===== src/rtl/core/dtps_fifo.sv =====
// ----------------------------------------------------------------------------
// dtps_fifo
// Two entry queue between the request front end and the store back end.
// ----------------------------------------------------------------------------
`default_nettype none

module dtps_fifo #(
	parameter int DATA_W = 8
) (
	input  logic              clk,
	input  logic              arst_n,
	input  logic              push,
	input  logic [DATA_W-1:0] push_data,
	input  logic              pop,
	output logic [DATA_W-1:0] head,
	output logic              full,
	output logic              empty
);

	logic [DATA_W-1:0] mem_q [2];
	logic              wr_ptr_q;
	logic              rd_ptr_q;
	logic [1:0]        count_q;
	logic              do_push;
	logic              do_pop;

	assign full    = (count_q == 2'd2);
	assign empty   = (count_q == 2'd0);
	assign do_push = push && !full;
	assign do_pop  = pop && !empty;
	assign head    = mem_q[rd_ptr_q];

	always_ff @(posedge clk or negedge arst_n) begin
		if (!arst_n) begin
			wr_ptr_q <= 1'b0;
			rd_ptr_q <= 1'b0;
			count_q  <= 2'd0;
		end else begin
			if (do_push) begin
				wr_ptr_q <= !wr_ptr_q;
			end
			if (do_pop) begin
				rd_ptr_q <= !rd_ptr_q;
			end
			if (do_push && !do_pop) begin
				count_q <= count_q + 2'd1;
			end else if (do_pop && !do_push) begin
				count_q <= count_q - 2'd1;
			end
		end
	end

	always_ff @(posedge clk) begin
		if (do_push) begin
			mem_q[wr_ptr_q] <= push_data;
		end
	end

endmodule

`default_nettype wire


===== config.mk =====
export PLATFORM = sky130hd
export DESIGN_NAME = dtps_fifo
export DESIGN_NICKNAME = d
export VERILOG_FILES = /design/src/rtl/core/dtps_fifo.sv
export SDC_FILE = /design/constraint.sdc
export NUM_CORES = 1
export LEC_CHECK = 0
export ABC_AREA = 1
export BUFFER_PORTS_ARGS = -buffer_cell sky130_fd_sc_hd__buf_2
export CORE_MARGIN = 4
export CORE_UTILIZATION = 50
export CTS_BUF_LIST = sky130_fd_sc_hd__clkbuf_2 sky130_fd_sc_hd__clkbuf_4 sky130_fd_sc_hd__clkbuf_8
export DETAILED_ROUTE_END_ITERATION = 6
export GPL_ROUTABILITY_DRIVEN = 0
export PLACE_DENSITY = 0.79
export REMOVE_ABC_BUFFERS = 1
export SLEW_MARGIN = 20
export SYNTH_ARGS = -nofsm -noshare
export SYNTH_HDL_FRONTEND = slang
export SYNTH_SLANG_ARGS = --single-unit
export TNS_END_PERCENT = 10

===== constraint.sdc =====
create_clock -name clk -period 2.47 [get_ports clk]
set_input_delay 0.247 -clock clk [delete_from_list [all_inputs] [get_ports clk]]
set_output_delay 0.247 -clock clk [all_outputs]
set_load 0.01 [all_outputs]

### Word level (Yosys, flattened, before mapping)

Memories as Yosys holds them, arrays and structs flattened.
Index checks and enable logic that the tools add are counted.

| storage, ports and cells | value |
|---|---|
| bits in writable memories | 16 |
| logic and storage cells | 23 |
| memories kept | 1 |
| output and inout bits | 10 |
| register bits | 4 |

Memory list:

| memory | words | bits a word | rd ports | clocked after Yosys merged registers in | write ports | RTL line | text |
|---|---|---|---|---|---|---|---|
| mem_q | 2 | 8 | 1 | 0 | 1 | 20 | `logic [DATA_W-1:0] mem_q [2];` |

| cells by class | value |
|---|---|
| equality and inequality tests | 1 |
| multiplexer cells | 4 |
| add/sub/neg operators | 2 |
| reduce and logical (&&, ||, !) cells | 12 |

Operators with widths:

| operator | number |
|---|---|
| $logic_not 1->1 | 6 |
| $logic_and 1x1->1 | 4 |
| $mux 2 | 2 |
| $add 2x1->2 const B | 1 |
| $eq 2x2->1 const B | 1 |
| $logic_not 2->1 | 1 |
| $mux 1 | 2 |
| $reduce_bool 2->1 | 1 |
| $sub 2x1->2 const B | 1 |

### Depth between registers and ports, before layout

| logic depth | value |
|---|---|
| depth in word-level cells | 7 |
| gate-level depth with buffers | 9 |
| mapped depth without buffers | 9 |

### Worst setup path after synthesis

OpenSTA, ideal clock, no wires.

| path | value |
|---|---|
| path kind | reg-to-reg |
| from | register count_q[0] |
| to | register count_q[1] |
| setup slack | 1141 ps |
| clock period less this slack | 1329 ps |
| arrival | 1212 ps |
| library setup time | 117 ps |
| stages on the path, launching flop included | 8 |
| path buffers | 0 |
| path through | dfrtp_1 nor2_2 nor2_2 ha_1 inv_1 nand3_1 nand2_1 nand2_1 |

| on the way | value |
|---|---|
| word-level cells in the longest chain between the ends | 6 |
| elaborated cells on any way between the ends | 15 |

RTL lines:

| what | RTL line | text |
|---|---|---|
| start, declared | 23 | `logic [1:0] count_q;` |
| start signal, assigned | 46 | `count_q <= count_q + 2'd1;` |
| start signal, assigned | 48 | `count_q <= count_q - 2'd1;` |
| $eq 2x2->1 (*) | 27 | `assign full = (count_q == 2'd2);` |
| named net full | 16 | `output logic full,` |
| $logic_not 1->1 (*) | 29 | `assign do_push = push && !full;` |
| $logic_and 1x1->1 (*) | 29 |  |
| named net do_push | 24 | `logic do_push;` |
| $logic_not 1->1 | 47 | `end else if (do_pop && !do_push) begin` |
| $logic_and 1x1->1 | 47 |  |
| $reduce_bool 2->1 (no line) | - |  |

Mark *: on every way through the listed nets, which the timed path passes. The rest lies on a longest branch. The select of a mux whose other input is x is not followed.
A chain may end at the register's enable or synchronous reset.

### Worst setup path after layout

| path | value |
|---|---|
| from | register count_q[1] |
| to | memory mem_q[1][6] (enable) |

| on the way | value |
|---|---|
| word-level cells in the longest chain between the ends | 5 |

RTL lines:

| what | RTL line | text |
|---|---|---|
| $eq 2x2->1 | 27 |  |
| $logic_not 1->1 | 29 |  |
| $logic_and 1x1->1 | 29 |  |
| $mux 1 | 54 | `if (do_push) begin` |
| $mux 1 (implied by the code) | 55 | `mem_q[wr_ptr_q] <= push_data;` |
| end, declared | 20 |  |

No other way between the ends.

==> flow_summary.rst <==
.. list-table::
   :header-rows: 1

   * - Metric
     - Value
   * - Class of the most critical setup path
     - reg -> reg
   * - Highest ir drop seen on vdd
     - 0.0006573 V
   * - Area growth from synthesis to layout
     - 19.78%
   * - First-pass GRT wire length
     - 2042 um
   * - Count of different cell masters after synthesis
     - 14
   * - Headroom to the max-slew limit
     - 55.59%
   * - Path type of the worst min-delay path
     - in -> reg
   * - Placed cell count
     - 109
   * - Setup slack, reg-to-reg
     - 940 ps
   * - Avg Synthesized Cell Area
     - 11.09 um2
   * - Largest net degree at the start of global routing
     - 12
   * - First-pass iteration count of the detailed router
     - 4
   * - Placement Setup Slack
     - 920.4 ps
   * - Fraction of power spent switching nets
     - 36.46%
   * - Final period utilization
     - 61.79%
   * - Total standard cell area after synthesis
     - 809.5 um2
   * - Via Count
     - 552
   * - Final Core Density
     - 63.63%
   * - Required time at the worst-slack endpoint
     - 2400 ps
   * - Total of fill cells in the finished design
     - 128
   * - IO Count
     - 22
   * - X dimension of the die
     - 48.24 um
   * - FF-to-FF End
     - mem_q[1][6]
   * - Cts repair resizes
     - 0
   * - CTS sink cnt
     - 20
   * - Portion of the post-synthesis area used by sequential elements
     - 71.72%
   * - Count of input and output buffers
     - 21
   * - Core ar.
     - 1524 um2
   * - Hold path startpoint
     - push_data[4]
   * - Power dissipated by switching net loads
     - 0.3976 mW
   * - Num rows
     - 14
   * - Placed instance area
     - 929.6 um2
   * - Total count of max-transition violations in the final report
     - 0
   * - P_int
     - 0.6929 mW
   * - Clk pwr share
     - 14.9%
   * - Mean number of vias per cell
     - 4.842
   * - Yosys Warn Count
     - 0
   * - Max-cap viol count
     - 0
   * - P_leak
     - 0.4673 nW
   * - Post-Synthesis Cells
     - 73
   * - FF+latch count, synth
     - 20
   * - Setup tns final
     - 0 ps
   * - Fmax
     - 0.6553 GHz
   * - Setup repair after global routing missed its margin
     - false
   * - TritonCTS buffer count
     - 3
   * - Fraction of final layout cells sized beyond drive strength 1
     - 28.57%
   * - Routed WL
     - 1425 um
   * - Nets
     - 112
   * - Hold violation count in the final report
     - 0
   * - Clock root cell
     - sky130_fd_sc_hd__clkbuf_4
   * - Global routing usage summed across all routing layers
     - 13.12%
   * - Number of standard cells in the final layout excluding fillers
     - 114
   * - H-Tree Depth
     - 1
   * - Fin crit period
     - 1526 ps
   * - Clock skew
     - 7.666 ps
   * - Power density relative to cell area
     - 1125 nW/um2
   * - Clock input transition at the sequential cells of the worst setup and hold paths
     - 110 ps
   * - Overall die area
     - 2327 um2
   * - DRC marker count from the first detailed-route iteration
     - 14
   * - Total setup buffers inserted after CTS
     - 0
   * - Launching element type of the critical path
     - register
   * - Type of destination of the critical path
     - register
   * - Final cell area excluding filler cells
     - 969.7 um2
   * - Overall die height
     - 48.24 um
   * - Post-layout total power
     - 1.090 mW
   * - Half-perimeter wire length after placement
     - 1085 um
   * - ANT cells
     - 0
   * - Number of antenna violations at the first check in global routing
     - 0
   * - Sequential share of power
     - 48.9%
   * - Instance count along the most critical hold path
     - 1
   * - Final global-route overflow total
     - 0
   * - Outcome
     - finished, final reports clean
   * - Crit Reg-Reg Startpoint
     - count_q[1]
   * - CTS tree
     - built
   * - Smallest hold slack
     - 140.4 ps
   * - Insertion delay to the later sink of the worst-skew pair
     - 290 ps
   * - Signal arrival time at the worst endpoint
     - 1450 ps
   * - Via count of the first global-routing pass
     - 477
   * - Number of buffers between clock root and the deepest sink
     - 2
   * - Final Worst Setup Slack
     - 943.9 ps
   * - Antenna viol nets, final
     - 0
   * - Final setup fails
     - 0
   * - Starting utilization of the core area
     - 53.12%
   * - Worst Path Max Fanout
     - 8
   * - Number of remaining DRC errors
     - 0
   * - Detailed-route wire length per cell
     - 12.50 um
   * - Comb pwr share
     - 36.2%
   * - Actual slew at the worst max-slew pin
     - 663.7 ps
   * - Depth of the worst register-to-register path
     - 3
   * - Endpoint with the worst hold slack
     - mem_q[1][4]
## critical path, stage by stage, from the launching register on
cell	delay [ps]
sky130_fd_sc_hd__dfrtp_1	410
sky130_fd_sc_hd__inv_1	120
sky130_fd_sc_hd__o21ai_0	110
sky130_fd_sc_hd__nor2_1	530
## cell usage in the layout (no fill, tap or decap)
cell type and n:
sky130_fd_sc_hd__dlygate4sd3_1 1, sky130_fd_sc_hd__nand4_1 1, sky130_fd_sc_hd__clkbuf_4 4, sky130_fd_sc_hd__inv_2 1
sky130_fd_sc_hd__dfrtp_1 4, sky130_fd_sc_hd__nand3b_1 1, sky130_fd_sc_hd__edfxtp_1 16, sky130_fd_sc_hd__nor2_2 2
sky130_fd_sc_hd__buf_2 21, sky130_fd_sc_hd__xnor2_1 1, sky130_fd_sc_hd__ha_1 1, sky130_fd_sc_hd__o21ai_0 2
sky130_fd_sc_hd__inv_1 7, sky130_fd_sc_hd__nand2_1 33, sky130_fd_sc_hd__nor2_1 2, sky130_fd_sc_hd__nand3_1 1
## cells in the mapped netlist
master                     number  share of area [%]
sky130_fd_sc_hd__buf_2          1               0.62
sky130_fd_sc_hd__dfrtp_1        4                 12
sky130_fd_sc_hd__edfxtp_1      16                 59
sky130_fd_sc_hd__ha_1           1                1.5
sky130_fd_sc_hd__inv_1          7                3.2
sky130_fd_sc_hd__inv_2          1               0.46
sky130_fd_sc_hd__nand2_1       33                 15
sky130_fd_sc_hd__nand3_1        1               0.62
sky130_fd_sc_hd__nand3b_1       1               0.93
sky130_fd_sc_hd__nand4_1        1               0.77
sky130_fd_sc_hd__nor2_1         2               0.93
sky130_fd_sc_hd__nor2_2         2                1.5
sky130_fd_sc_hd__o21ai_0        2                1.2
sky130_fd_sc_hd__xnor2_1        1                1.1
## flip-flops by register name, indices dropped and copies added, names as in the netlist
name and count:
rd_ptr_q 1, wr_ptr_q 1, count_q 2, mem_q 16
## cell type report
class                   count  area, um2  share of cell area (%)
multi-input cells          44      193.9                   20.00
inverters                   8      30.03                   3.097
well taps                  16      20.02                   2.065
flip-flops and latches     20      580.6                   59.87
clock buffers               4      30.03                   3.097
repair buffers             22      115.1                   11.87
## power groups by stage
| stage | Combinational (mW) | Sequential (mW) | Clock [mW] |
|---|---|---|---|
| 6_report | 0.395 | 0.533 | 0.163 |
| 5_1_grt | 0.453 | 0.544 | 0.182 |
| 4_1_cts | 0.404 | 0.534 | 0.169 |
| 3_5_place_dp | 0.399 | 0.542 | 0 |
| 3_3_place_gp | 0.389 | 0.536 | 0 |
| 2_1_floorplan | 0.263 | 0.524 | 0 |
## cells by family after synthesis
family,count (synthesis),synth area share (%)
AND/OR/NAND/NOR,40,20.09
buffers and inverters,9,4.327
XOR/XNOR,1,1.082
AO/OA/AOI/OAI,2,1.237
adder cells (fa/ha/maj),1,1.545
flip-flops,20,71.72
## worst max path at each step
| stage | startpoint | end | slack [ps] | cells after the start |
|---|---|---|---|---|
| global placement | count_q[1] | mem_q[1][5] | 1020 | 3 |
| floorplan | count_q[0] | count_q[1] | 1140 | 7 |
| finish | count_q[1] | mem_q[1][6] | 940 | 3 |
| CTS | count_q[1] | mem_q[1][6] | 910 | 3 |
| global route | count_q[0] | mem_q[1][6] | 800 | 2 |
| detailed placement | count_q[1] | mem_q[1][3] | 920 | 3 |
## repair_timing
| item | 4_1_cts | 5_1_grt |
|---|---|---|
| endpoints found under the setup margin | 0 | 0 |
| hold endpoints to repair | 4 | 0 |
| hold buffers | 1 | 0 |
## layer usage
metal  track usage (%)  share of wire [%]
met5                 0                  0
met4             4.839                  0
met3             4.059                4.6
met2             20.31                 51
met1             17.30                 45
(Power assumes the default switching activity.)
