File: src/rtl/core/dtps_pkg.sv
// ----------------------------------------------------------------------------
// dtps_pkg
// Types and constants shared by the depth tested pixel store.
// ----------------------------------------------------------------------------
`default_nettype none

package dtps_pkg;

	localparam int DEF_MAX_WIDTH  = 256;
	localparam int DEF_MAX_HEIGHT = 256;
	localparam int DEF_DEPTH_BITS = 24;

	localparam int CFG_DATA_W   = 9;
	localparam int CFG_INDEX_W  = 2;
	localparam int COORD_W      = 8;
	localparam int COLOR_W      = 32;
	localparam int FRAG_DEPTH_W = 24;
	localparam int REQ_W        = 2;

	localparam logic [CFG_INDEX_W-1:0] REG_WIDTH  = 2'd0;
	localparam logic [CFG_INDEX_W-1:0] REG_HEIGHT = 2'd1;

	localparam logic [CFG_DATA_W-1:0] CFG_SIZE_RESET = 9'd256;

	localparam logic [REQ_W-1:0] REQ_WRITE = 2'd0;
	localparam logic [REQ_W-1:0] REQ_CLEAR = 2'd1;
	localparam logic [REQ_W-1:0] REQ_READ  = 2'd2;

	typedef enum logic [2:0] {
		ST_WRITTEN = 3'd0,
		ST_FAILED  = 3'd1,
		ST_RANGE   = 3'd2,
		ST_CLEARED = 3'd3,
		ST_READ    = 3'd4
	} status_t;

	typedef enum logic [1:0] {
		KIND_WRITE = 2'd0,
		KIND_READ  = 2'd1,
		KIND_CLEAR = 2'd2,
		KIND_RANGE = 2'd3
	} kind_t;

	typedef enum logic [1:0] {
		BK_INIT   = 2'd0,
		BK_IDLE   = 2'd1,
		BK_LOOKUP = 2'd2,
		BK_CLEAR  = 2'd3
	} back_state_t;

	typedef struct packed {
		logic                    done;
		status_t                 status;
		logic [COLOR_W-1:0]      color;
		logic [FRAG_DEPTH_W-1:0] depth;
	} result_t;

endpackage

`default_nettype wire

File: src/rtl/core/dtps_front.sv
// ----------------------------------------------------------------------------
// dtps_front
// Holds the size registers, accepts requests and classifies them into
// store operations with a resolved pixel address.
// ----------------------------------------------------------------------------
`default_nettype none

module dtps_front import dtps_pkg::*; #(
	parameter int MAX_WIDTH  = DEF_MAX_WIDTH,
	parameter int MAX_HEIGHT = DEF_MAX_HEIGHT,
	parameter int DEPTH_BITS = DEF_DEPTH_BITS,
	parameter int ADDR_W     = 16
) (
	input  logic                    clk,
	input  logic                    arst_n,
	input  logic                    cfg_valid,
	output logic                    cfg_ready,
	input  logic [CFG_INDEX_W-1:0]  cfg_index,
	input  logic [CFG_DATA_W-1:0]   cfg_data,
	input  logic                    start,
	output logic                    busy,
	input  logic [REQ_W-1:0]        req_type,
	input  logic [COORD_W-1:0]      pos_x,
	input  logic [COORD_W-1:0]      pos_y,
	input  logic [COLOR_W-1:0]      frag_color,
	input  logic [FRAG_DEPTH_W-1:0] frag_depth,
	input  logic                    q_full,
	input  logic                    back_init,
	output logic                    push,
	output kind_t                   push_kind,
	output logic [ADDR_W-1:0]       push_addr,
	output logic [COLOR_W-1:0]      push_color,
	output logic [DEPTH_BITS-1:0]   push_depth
);

	localparam int WW = $clog2(MAX_WIDTH + 1);
	localparam int HW = $clog2(MAX_HEIGHT + 1);
	localparam int RW = COORD_W + WW;

	logic [CFG_DATA_W-1:0] width_q;
	logic [CFG_DATA_W-1:0] height_q;
	logic [WW-1:0]         w_eff;
	logic [HW-1:0]         h_eff;
	logic                  in_range;
	logic [RW-1:0]         row_base;
	logic [RW-1:0]         pix_sum;
	logic [WW+HW-1:0]      area;
	logic [ADDR_W-1:0]     clear_last;

	assign cfg_ready = 1'b1;

	always_ff @(posedge clk or negedge arst_n) begin
		if (!arst_n) begin
			width_q  <= CFG_SIZE_RESET;
			height_q <= CFG_SIZE_RESET;
		end else if (cfg_valid && cfg_ready) begin
			case (cfg_index)
				REG_WIDTH:  width_q  <= cfg_data;
				REG_HEIGHT: height_q <= cfg_data;
				default: ;
			endcase
		end
	end

	// zero acts as one, oversize acts as the maximum
	always_comb begin
		if (width_q == '0) begin
			w_eff = WW'(1);
		end else if (32'(width_q) > 32'(MAX_WIDTH)) begin
			w_eff = WW'(MAX_WIDTH);
		end else begin
			w_eff = WW'(width_q);
		end
		if (height_q == '0) begin
			h_eff = HW'(1);
		end else if (32'(height_q) > 32'(MAX_HEIGHT)) begin
			h_eff = HW'(MAX_HEIGHT);
		end else begin
			h_eff = HW'(height_q);
		end
	end

	assign in_range   = (32'(pos_x) < 32'(w_eff)) && (32'(pos_y) < 32'(h_eff));
	assign row_base   = RW'(pos_y) * RW'(w_eff);
	assign pix_sum    = row_base + RW'(pos_x);
	assign area       = (WW+HW)'(w_eff) * (WW+HW)'(h_eff);
	assign clear_last = ADDR_W'(area - (WW+HW)'(1));

	always_comb begin
		case (req_type)
			REQ_WRITE: push_kind = in_range ? KIND_WRITE : KIND_RANGE;
			REQ_READ:  push_kind = in_range ? KIND_READ : KIND_RANGE;
			REQ_CLEAR: push_kind = KIND_CLEAR;
			default:   push_kind = KIND_RANGE;
		endcase
	end

	// a clear carries its last address in the address field
	assign push_addr  = (push_kind == KIND_CLEAR) ? clear_last : ADDR_W'(pix_sum);
	assign push_color = frag_color;
	assign push_depth = DEPTH_BITS'(frag_depth);

	assign busy = q_full || back_init;
	assign push = start && !busy;

endmodule

`default_nettype wire

File: config.mk
export PLATFORM = sky130hd
export DESIGN_NAME = dtps_front
export DESIGN_NICKNAME = d
export VERILOG_FILES = /design/src/rtl/core/dtps_pkg.sv /design/src/rtl/core/dtps_front.sv
export SDC_FILE = /design/constraint.sdc
export NUM_CORES = 1
export LEC_CHECK = 0
export ABC_CLOCK_PERIOD_IN_PS = 6600
export BUFFER_PORTS_ARGS = -buffer_cell sky130_fd_sc_hd__clkbuf_2
export CAP_MARGIN = 5
export CORE_ASPECT_RATIO = 0.75
export CORE_MARGIN = 2
export CORE_UTILIZATION = 45
export CTS_BUF_LIST = sky130_fd_sc_hd__clkbuf_16
export CTS_CLUSTER_DIAMETER = 150
export DETAILED_ROUTE_END_ITERATION = 12
export PLACE_DENSITY = 0.69
export SLEW_MARGIN = 15
export SYNTH_ARGS = -nofsm -noshare
export SYNTH_HDL_FRONTEND = slang
export SYNTH_SLANG_ARGS = --single-unit
File: constraint.sdc
create_clock -name clk -period 6.6 [get_ports clk]
set_input_delay 0.33 -clock clk [delete_from_list [all_inputs] [get_ports clk]]
set_output_delay 0.33 -clock clk [all_outputs]
set_load 0.02 [all_outputs]
Yosys cells after proc, flatten, opt, wreduce, memory -nomap -nowiden. Cells that the tools add are included.

Output and inout bits: 77. Memory bits (writable): 0. Bits in registers: 18. Bits in read-only memories: 0. Memories kept: 0. Latch bits: 0. Logic and storage cells: 32.

Divide/modulo/power cells: 0. Reductions and logical operators: 10. $mul: 2. Shifts and indexed selects: 0. Add/sub/neg operators: 2. Bitwise operators: 0. Mux-type cells: 8. Eq/ne operators: 4. Magnitude comparators: 4.

Operator list (number): two-way mux 9 bit (4); > comparator 9 bit (second input constant) (2); logical NOT 9 bit (2); < comparator 8 x 9 -> 1 bit (2); adder 16 x 8 -> 16 bit (1); multiplier 8 x 9 -> 16 bit (1); multiplier 9 x 9 -> 16 bit (1); two-way mux 16 bit (1); subtractor 16 x 1 -> 16 bit (second input constant) (1); one-hot mux 2 bit (3 select lines) (1); == test 2 x 1 -> 1 bit (second input constant) (2); == test 2 bit (second input constant) (2); logical NOT 2 bit (2); two-way mux 2 bit (2); AND reduction 2 bit (2); logical AND 1 bit (2); logical NOT 1 bit (1); logical OR 1 bit (1).

Longest topological paths before layout. Gate-level depths: netlist (run 1).

Depth after elaboration: 9. Mapped depth: 21.

Least setup slack after synthesis (run 1). Ideal clock, no wire load.

Path type: flip-flop to output port. Start: register width_q[8]. End: output port push_addr[15]. Cell stages (with the launch flop): 20. Path slack: 0.967 ns. Required time: 6.270 ns. Arrival time: 5.303 ns. Path through: dfstp_2 > clkbuf_1 > nor2b_1 > clkbuf_1 > nand2_1 > fa_1 > inv_1 > fa_1 > fa_1 > fa_1 > inv_1 > fa_1 > inv_1 > ha_1 > nor3_1 > o21ai_1 > a2111oi_1 > nor3_1 > xnor2_1 > mux2i_1.

Longest elaborated chain between the ends: 9. Elaborated cells on any way between the ends: 15. Classes of those cells: add/sub (2); mul (2); order compare (2); eq/ne (1); mux (6); reduce/logical (2).

RTL lines: start, declared (RTL line dtps_front.sv:40) `logic [CFG_DATA_W-1:0] width_q;`; start signal, assigned (RTL line dtps_front.sv:58) `REG_WIDTH: width_q <= cfg_data;`; > comparator 9 bit (RTL line dtps_front.sv:69) `end else if (32'(width_q) > 32'(MAX_WIDTH)) begin`; two-way mux 9 bit (RTL line dtps_front.sv:69); two-way mux 9 bit * (RTL line dtps_front.sv:67) `if (width_q == '0) begin`; branches (longest 5 deep; another with multiplier 8 x 9 -> 16 bit); two-way mux 16 bit * (RTL line dtps_front.sv:99) `assign push_addr = (push_kind == KIND_CLEAR) ? clear_last : ADDR_W'(pix_sum);`; end, declared (RTL line dtps_front.sv:31) `output logic [ADDR_W-1:0] push_addr,`.

Mark *: on every way between the ends.

Worst setup path in the final report (run 1). Same ends and word-level chain as after synthesis.

==> impl_results.md, run 1 <==
- Yosys Warn Count: 0
- Synth top area share: 0.294
- Hold Buf Count CTS: 0
- Vias: between 5000 and 6000
- Syn Nets: between 1000 and 1500
- Setup Crit Path Kind: reg2out
- Crit path cell chain: nor2b_1, nand2_1, fa_1, inv_1, fa_1, fa_1, fa_1, inv_1, fa_1, inv_1, ha_1, nor3_1, o21ai_1, a2111oi_1, nor3_1, xnor2_1, mux2i_1, clkbuf_2
- Final Hold Violating Endpoints: 0
- Post-synth ARST share: 1.00
- Most frequent cells in the layout: inv_1, fa_1, ha_1
- Synth Area per Inst: approximately 8.5 um2
- PwrDens: 566 nW/um2
- Cell area after layout: 7150 um2
- Worst-path clk slew: ~0.050 ns
- Core ar.: around 15000 um2
- Num CTS Buffers: 3
- Final setup fails: 0
- Leakage power: between 3 and 4 nW
- Seq cells post-synth: 18
- Antenna diodes: 0
- H-Tree Depth: 1
- CP Launch Type: flip-flop
- Switch Pwr: between 2 and 2.5 mW
- Post-Layout Cell Count: between 1000 and 1500
- Grt total ovfl: 0
- Max cap viols: 0
- Setup Skew: 0 ns
- CTS sink count: 18
- Drt first pass iters: 5
- Placed cells: between 1000 and 1500
- Hold Crit Class: in2async
- Die area: between 15000 and 20000 um2
- Setup ws final: around 0.42 ns
- Largest cells by area after synthesis: fa_1, ha_1, inv_1, buf_4, dfrtp_1
- CTS-repair resized insts: 0
- P_int: between 1.5 and 2 mW
- Switching share of power: 0.574
- Worst Path Required: between 6 and 7 ns
- Top Family by Delay on Critical Path: adder cells
- Mapped Cells: around 820
- Fillers: approximately 1400
- Reg power frac: 0.038
- Initial core utilization: 0.457
- WP buf/inv: 4
- Leading area contributor after synthesis: fa_1
- Nets: between 1000 and 1500
- Setup_tns: 0 ns
- Die X: 147 um
- Pre-CTS setup slack: 0.583 ns
- Number of global-route vias before repair: roughly 5300
- GRT Util Overall: 0.200
- Slew margin rel.: 0.617
- CP dominant cell by count: fa_1
- Post-synth cell types: 56
- Peak supply drop: ~0.32 mV
- Avg WL per Cell: between 15 and 20 um
- Status: completed
- Slew Limit Fails: 0
- Initial antenna violation count: 0
- Post-DP Area: roughly 7100 um2
- Critical Path End Type: primary output
- CP Max Fanout: 12
- Post-route ant nets: 0
- Reg2reg start: width_q[8]$_DFFE_PN1P_
- Num rows: 39
- Synthesized cell area: between 6000 and 7000 um2
- Critical Path Source: width_q[8]$_DFFE_PN1P_
- Crit share post-route: 0.936
- Clock power share: 0.029
- First-pass GRT wire length: about 27 mm
- Clk Latency, worst-skew pair: about 0.25 ns
- Dominant synthesized flop cell: dfrtp_1
- Gpl congestion: roughly 0.90
- F_max: roughly 0.16 GHz
- CP max stage cell: fa_1
- Layout cells sized above 1: 0.135
- Slowest stage delay, CP: between 0.5 and 0.6 ns
- Slew @ Worst Pin: around 0.57 ns
- Post-synth EDFFs: 0
- RSZ-0062 raised after global routing: false
- I/O Buffers: between 50 and 60
- Clock buffer depth: 2
- Hpwl dp: roughly 13 mm
- Sequential share of the synthesized area: 0.0652
- DRC violations left: 0
- Largest net degree at the start of global routing: 28
- Initial DRC count: approximately 360
- Post-route minimum period: 6.18 ns
- Chip height: 112 um
- Combinational share of power: 0.932
- Via density per instance: approximately 5
- Commonest non-fill, non-tap cell in the layout: inv_1
- Final WL: around 16 mm
- Clk root buf: clkbuf_16
- # IOs: 168
- Critical path data arrival time: between 5 and 6 ns
- Area delta synth->final: 3.03%
- Number of post-CTS setup repair buffers: 0
- CTS tree: yes
cell usage after synthesis, types with 2 or more instances:
| cell | instances |
|---|---|
| a21oi_2 | 3 |
| or2_2 | 2 |
| nor3b_1 | 4 |
| nand2_1 | 77 |
| nor2b_1 | 15 |
| a31oi_1 | 2 |
| nand3b_1 | 2 |
| xnor2_1 | 23 |
| clkinv_1 | 2 |
| a21o_1 | 8 |
| nand3_1 | 2 |
| o21ai_1 | 2 |
| dfrtp_1 | 16 |
| inv_1 | 157 |
| mux2i_1 | 3 |
| nor4_1 | 2 |
| nand4_1 | 2 |
| nor2_1 | 54 |
| nor3_1 | 13 |
| buf_4 | 57 |
| ha_1 | 92 |
| buf_1 | 2 |
| o21a_1 | 7 |
| clkbuf_1 | 19 |
| dfstp_2 | 2 |
| buf_2 | 2 |
| mux2_2 | 19 |
| o21ai_2 | 2 |
| fa_1 | 102 |
| o21bai_1 | 4 |
| xor2_1 | 6 |
| a21oi_1 | 23 |
| and2_1 | 42 |
| nand2b_1 | 8 |
| o21ai_0 | 18 |
sequential cells by signal (all words and copies together), names as in the netlist:
| name | cells |
|---|---|
| height_q | 9 |
| width_q | 9 |
cell type report:
class                   count  area, um2  share of cell area
clock buffers               3       75.1              0.0105
flip-flops and latches     18        453              0.0633
inverters                 159        597              0.0834
multi-input cells         558       5380               0.752
well taps                 205        256              0.0359
repair buffers             70        390              0.0546
power groups by stage:
stage / clock (mW) / sequential (mW) / combinational (mW)
2_1_floorplan: 0 / 0.146 / 2.84
3_3_place_gp: 0 / 0.156 / 3.72
3_5_place_dp: 0 / 0.156 / 3.75
4_1_cts: 0.120 / 0.155 / 3.78
5_1_grt: 0.124 / 0.158 / 4.25
6_report: 0.118 / 0.156 / 3.78
worst register-to-register path: stages (launching register included):
cell and delay (ns):
dfstp_2 0.67, buf_4 0.25, inv_1 0.14, o21ai_0 0.18
final timing paths:
check | to | slack (ns) | depth (start not counted)
setup / recovery | push_addr[15] | 0.42 | 18
hold / removal | height_q[2]$_DFFE_PN0P_ | 0.01 | 1
setup reg to reg | width_q[8]$_DFFE_PN1P_ | 5.29 | 3
hold reg to reg | width_q[0]$_DFFE_PN0P_ | 0.51 | 1
max in group asynchronous | width_q[8]$_DFFE_PN1P_ | 6.26 | 1
min in group clk | width_q[8]$_DFFE_PN1P_ | 0.31 | 3
stage by stage:
stage	hold WS (ns)	power, mW	utilization
floorplan	0.0344	2.99	-
global placement	0.291	3.87	0.466
detailed placement	0.287	3.90	0.466
CTS	0.0235	4.05	0.471
global route	0.0455	4.53	0.471
finish	0.0112	4.05	0.471
cells by family after synthesis:
group / count (synthesis) / share of synthesized area
multiplexers: 22 / 0.0351
buffers and inverters: 239 / 0.160
XOR/XNOR: 29 / 0.0366
other: 1 / 0.000540
AND/OR/NAND/NOR: 226 / 0.156
AO/OA/AOI/OAI: 86 / 0.0865
flip-flops: 18 / 0.0652
adder cells (fa/ha/maj): 194 / 0.460
per-layer routing:
metal | vias up | part of all wire | global-route usage
li1 | 2474 | - | -
met2 | 148 | 0.45 | 0.310
met3 | 16 | 0.047 | 0.0209
met4 | 0 | 0.011 | 0.0250
met5 | - | 0 | 0
met1 | 2549 | 0.49 | 0.312
Note: power is estimated with default switching activity, not from simulation.
==> run 2, diff against run 1 <==
Settings changed: RECOVER_POWER set to 50.
==> run 2 against run 1 <==
Net effect:
- total power hardly changed
- count of clock-buffer cells in the layout stayed put
- first-iteration DRC count stayed put
- final cell count stayed put
- combinational power hardly changed
- worst setup slack hardly changed
- via count hardly changed
- flip-flop and latch count stayed put
- sequential share of layout area hardly changed
==> impl_results.md, run 2 (synthesized netlist as in run 1, its figures left out) <==
- Area delta synth->final: 3.01% (about the same)
- # IOs: 168 (unchanged)
- Total Power: 4.05 mW (about the same)
- I/O Buffers: 54 (unchanged)
- Leakage power: 3.73 nW (about the same)
- Nets: 1095 (unchanged)
- Max cap viols: 0 (unchanged)
- GRT Util Overall: 0.200 (unchanged)
- Status: completed
- Initial antenna violation count: 0 (unchanged)
- DRC violations left: 0 (unchanged)
- Hpwl dp: 13.4 mm (unchanged)
- Gpl congestion: 0.899 (unchanged)
- Antenna diodes: 0 (unchanged)
- WP buf/inv: 4 (unchanged)
- Num CTS Buffers: 3 (unchanged)
- Initial core utilization: 0.457 (unchanged)
- Hold Buf Count CTS: 0 (unchanged)
- Worst-path clk slew: 0.05 ns (about the same)
- Cell area after layout: 7150 um2 (about the same)
- Final Hold Slack: 0.198 ns (+0.187 ns)
- CP dominant cell by count: fa_1
- Number of post-CTS setup repair buffers: 0 (unchanged)
- Layout cells sized above 1: 0.134 (-0.00124)
- Commonest non-fill, non-tap cell in the layout: inv_1
- Via density per instance: 5.12 (about the same)
- Setup Crit Path Kind: reg2out
- Final WL: 15.8 mm (about the same)
- H-Tree Depth: 1 (unchanged)
- Die area: 16400 um2 (unchanged)
- CP max stage cell: fa_1
- Grt total ovfl: 0 (unchanged)
- Drt first pass iters: 5 (unchanged)
- Core ar.: 15200 um2 (unchanged)
- Vias: 5186 (-0.019%)
- Slew Limit Fails: 0 (unchanged)
- Setup Skew: 0 ns (unchanged)
- CP Launch Type: flip-flop
- Number of global-route vias before repair: 5266 (unchanged)
- Crit share post-route: 0.936 (about the same)
- Total area of sequential cells: 453 um2 (unchanged)
- Post-DP Area: 7070 um2 (unchanged)
- Setup_tns: 0 ns (unchanged)
- Final setup fails: 0 (unchanged)
- RSZ-0062 raised after global routing: false
- PwrDens: 566 nW/um2 (about the same)
- Most frequent cells in the layout: inv_1, fa_1, ha_1
- CTS tree: yes
- Hold Crit Class: in2async
- Num rows: 39 (unchanged)
- Critical path data arrival time: 5.85 ns (about the same)
- Post-Layout Cell Count: 1013 (unchanged)
- CTS sink count: 18 (unchanged)
- F_max: 0.162 GHz (unchanged)
- Top Family by Delay on Critical Path: adder cells
- Final Hold Violating Endpoints: 0 (unchanged)
- Slew margin rel.: 0.381 (-0.235)
- Top flop regs: height_q (9), width_q (9)
- Slowest stage delay, CP: 0.56 ns (about the same)
- Die X: 147 um (unchanged)
- Crit path cell chain: nor2b_1, nand2_1, fa_1, inv_1, fa_1, fa_1, fa_1, inv_1, fa_1, inv_1, ha_1, nor3_1, o21ai_1, a2111oi_1, nor3_1, xnor2_1, mux2i_1, clkbuf_2
- Clock buffer depth: 2 (unchanged)
- Avg WL per Cell: 15.6 um (about the same)
- Clk Latency, worst-skew pair: 0.25 ns (about the same)
- Multi-input logic area: 5380 um2 (unchanged)
- Fillers: 1435 (+0.070%)
- Initial DRC count: 363 (unchanged)
- Clk root buf: clkbuf_16
- Worst Path Required: 6.27 ns (about the same)
- Post-route minimum period: 6.18 ns (-0.00000100 ns)
- Peak supply drop: 0.318 mV (unchanged)
- Post-route ant nets: 0 (unchanged)
- Placed cells: 1010 (unchanged)
- Largest net degree at the start of global routing: 28 (unchanged)
- Critical Path End Type: primary output
- Chip height: 112 um (unchanged)
- Slew @ Worst Pin: 0.928 ns (+0.354 ns)
- First-pass GRT wire length: 26.8 mm (unchanged)
- CP Max Fanout: 12 (unchanged)
==> run 2: cell counts in the layout (fill, tap and decap cells not counted) <==
No cell type changed its count.
==> run 2: final timing paths <==
check	startpoint	cells past startpoint	to	slack [ns]
setup / recovery	width_q[8]$_DFFE_PN1P_	18	push_addr[15]	0.42
hold / removal	arst_n	1	height_q[2]$_DFFE_PN0P_	0.20
setup reg to reg	width_q[8]$_DFFE_PN1P_	3	width_q[8]$_DFFE_PN1P_	5.29
hold reg to reg	width_q[0]$_DFFE_PN0P_	1	width_q[0]$_DFFE_PN0P_	0.51
max in group asynchronous	arst_n	1	height_q[4]$_DFFE_PN0P_	5.84
min in group clk	cfg_data[8]	3	width_q[8]$_DFFE_PN1P_	0.31
==> run 2: per-stage QoR <==
stage | setup WS (ns) | util
2_1_floorplan | 0.967 | -
3_3_place_gp | 0.609 | 0.466
3_5_place_dp | 0.583 | 0.466
4_1_cts | 0.303 | 0.471
5_1_grt | 0.140 | 0.471
6_report | 0.423 | 0.471
==> run 2: per-layer routing <==
layer	GRT usage	wire [um]	vias to the layer above
met5	0	0	-
met4	0.0250	180	0
met3	0.0209	761	16
met2	0.310	7060	150
met1	0.312	7770	2546
li1	-	-	2474
==> run 2: power by group <==
part / switching [mW] / internal, mW
clock: 0.0381 / 0.0796
combinational: 2.26 / 1.51
sequential: 0.0221 / 0.134
total: 2.32 / 1.72
==> run 2: layout make-up <==
class,instances,area share
multi-input combinational,558,0.752
inverter,159,0.0835
sequential,18,0.0633
timing repair buffer,70,0.0544
tap,205,0.0359
clock buffer,3,0.0105
==> run 2: worst register-to-register path, cell delays in order, from the launching register on <==
cell	delay [ns]
dfstp_2	0.67
buf_4	0.25
inv_1	0.14
o21ai_0	0.18
==> run 2: timing repair <==
item	CTS	global route
hold endpoints to repair	0	0
gates resized for setup	0	1
setup endpoints to repair	0	1
==> run 3, diff against run 2 <==
Settings changed: CORE_MARGIN 2 to unset.
==> run 3 against run 2 <==
Net effect:
- critical path depth grew 1
- clock skew is the same
- critical path type unchanged
- largest cell class unchanged
- maximum frequency grew 1.4%
- sequential power is essentially flat
- count of clock-buffer cells in the layout is the same
- final area shrank 0.49%
==> impl_results.md, run 3 (synthesized netlist as in run 1, its figures left out) <==
- Setup Skew: 0 ns (unchanged)
- Area delta synth->final: 2.51%
- Setup Crit Path Kind: reg2out
- Clock buffer depth: 2 (unchanged)
- Combinational share of power: 0.931 (about the same)
- Peak supply drop: 0.527 mV (+66%)
- I/O Buffers: 54 (unchanged)
- Num CTS Buffers: 3 (unchanged)
- Clk root buf: clkbuf_16
- Slew margin rel.: 0.322 (-0.0597)
- Post-Layout Cell Count: 1005 (-0.79%)
- GRT Util Overall: 0.204 (+0.00349)
- Number of post-CTS setup repair buffers: 0 (unchanged)
- Critical Path End Type: primary output
- Antenna diodes: 0 (unchanged)
- Slew @ Worst Pin: 1.01 ns (+0.0849 ns)
- Top flop regs: height_q (9), width_q (9)
- Hold Buf Count CTS: 0 (unchanged)
- Total Power: 4.03 mW (-0.44%)
- Worst Path Required: 6.27 ns (about the same)
- Critical path data arrival time: 5.76 ns (-0.09 ns)
- Cell area after layout: 7120 um2 (-0.49%)
- CTS tree: yes
- CP max stage cell: dfstp_2
- # IOs: 168 (unchanged)
- RSZ-0062 raised after global routing: false
- Clock power share: 0.029 (about the same)
- Final WL: 15.4 mm (-2.2%)
- Leakage power: 3.72 nW (-0.40%)
- Crit path cell chain: nand2b_1, nor2_1, fa_1, inv_1, fa_1, inv_1, fa_1, fa_1, inv_1, fa_1, inv_1, ha_1, nand3_1, a21oi_2, a2111oi_1, nor3_1, xnor2_1, mux2i_1, clkbuf_2
- WP buf/inv: 5 (+1)
- Hold Crit Class: in2async
- F_max: 0.164 GHz (+1.4%)
- Initial antenna violation count: 0 (unchanged)
- P_int: 1.72 mW (-0.22%)
- Final Hold Slack: 0.181 ns (-0.0172 ns)
- Chip height: 110 um (-1.8%)
- Setup_tns: 0 ns (unchanged)
- CP Max Fanout: 22 (+10)
- Final setup fails: 0 (unchanged)
- Worst-path clk slew: 0.05 ns (about the same)
- Post-route minimum period: 6.09 ns (-0.0831 ns)
- Final Hold Violating Endpoints: 0 (unchanged)
- Multi-input logic area: 5380 um2 (about the same)
- Die X: 145 um (-1.4%)
- Post-DP Area: 7040 um2 (-0.51%)
- Crit share post-route: 0.923 (-0.0126)
- H-Tree Depth: 1 (unchanged)
- Total area of sequential cells: 453 um2 (unchanged)
- Vias: 5184 (-0.039%)
- Max cap viols: 0 (unchanged)
- CP Launch Type: flip-flop
- CP dominant cell by count: fa_1
- PwrDens: 567 nW/um2 (about the same)
- Most frequent cells in the layout: inv_1, fa_1, ha_1
- Flop2flop setup slack: 5.29 ns (about the same)
- Hpwl dp: 13.1 mm (-2.3%)
- Grt total ovfl: 0 (unchanged)
- Layout cells sized above 1: 0.128 (-0.00571)
- Largest net degree at the start of global routing: 28 (unchanged)
- Num rows: 38 (-2.6%)
- CTS-repair resized insts: 0 (unchanged)
- Switch Pwr: 2.31 mW (-0.60%)
- Commonest non-fill, non-tap cell in the layout: inv_1
- Slew Limit Fails: 0 (unchanged)
- Core ar.: 14700 um2 (-2.9%)
- Top Family by Delay on Critical Path: adder cells
- Drt first pass iters: 4 (-1)
- Slowest stage delay, CP: 0.80 ns (+0.24 ns)
- First-pass GRT wire length: 25.8 mm (-3.5%)
- Fillers: 1412 (-1.6%)
- Number of global-route vias before repair: 5180 (-1.6%)
- Post-route ant nets: 0 (unchanged)
- Status: completed
- Avg WL per Cell: 15.3 um (-1.5%)
- Placed cells: 1001 (-0.89%)
- Nets: 1091 (-0.37%)
- Switching share of power: 0.573 (-0.000940)
- Initial core utilization: 0.471 (+0.0136)
- Via density per instance: 5.16 (+0.76%)
- Gpl congestion: 0.934 (+4.0%)
- CTS sink count: 18 (unchanged)
- Initial DRC count: 275 (-24%)
- DRC violations left: 0 (unchanged)
- Reg power frac: 0.039 (about the same)
- Die area: 15900 um2 (-3.1%)
- Clk Latency, worst-skew pair: 0.25 ns (about the same)
run 3: per-layer routing:
metal  track usage  up-vias  share of wire
met5             0        -              0
met4        0.0293        0          0.015
met3        0.0249       22          0.047
met2         0.340      140           0.45
met1         0.291     2562           0.49
li1              -     2460              -
run 3: path summary, 6_finish.rpt:
path | startpoint | depth (start not counted) | end
max | height_q[8]$_DFFE_PN1P_ | 19 | push_addr[15]
min | arst_n | 1 | width_q[0]$_DFFE_PN0P_
max reg2reg | width_q[8]$_DFFE_PN1P_ | 3 | width_q[8]$_DFFE_PN1P_
min reg2reg | height_q[0]$_DFFE_PN0P_ | 1 | height_q[0]$_DFFE_PN0P_
max in group asynchronous | arst_n | 1 | width_q[6]$_DFFE_PN0P_
min in group clk | cfg_data[8] | 3 | width_q[8]$_DFFE_PN1P_
run 3: area by class of cell:
cell class | count | share of cell area
timing repair buffer | 66 | 0.0505
clock buffer | 3 | 0.0106
tap | 200 | 0.0352
sequential | 18 | 0.0637
multi-input combinational | 558 | 0.756
inverter | 159 | 0.0839
clock inverter | 1 | 0.000528
run 3: power groups by stage:
| stage | combinational [mW] | clock, mW | sequential [mW] |
|---|---|---|---|
| finish | 3.75 | 0.117 | 0.159 |
| floorplan | 2.84 | 0 | 0.146 |
| detailed placement | 3.72 | 0 | 0.161 |
| CTS | 3.75 | 0.121 | 0.159 |
| global route | 4.20 | 0.126 | 0.163 |
| global placement | 3.71 | 0 | 0.160 |
run 3: through the flow:
step | util | setup WS [ns]
global route | 0.483 | 0.175
global placement | 0.478 | 0.842
CTS | 0.483 | 0.551
detailed placement | 0.478 | 0.824
floorplan | - | 0.967
finish | 0.483 | 0.507
run 3: worst reg2reg max path, delay by kind of cell (launching register included):
| kind | cells | cell delay, ns |
|---|---|---|
| buf+inv | 2 | 0.44 |
| compound gates | 1 | 0.19 |
| flops | 1 | 0.60 |
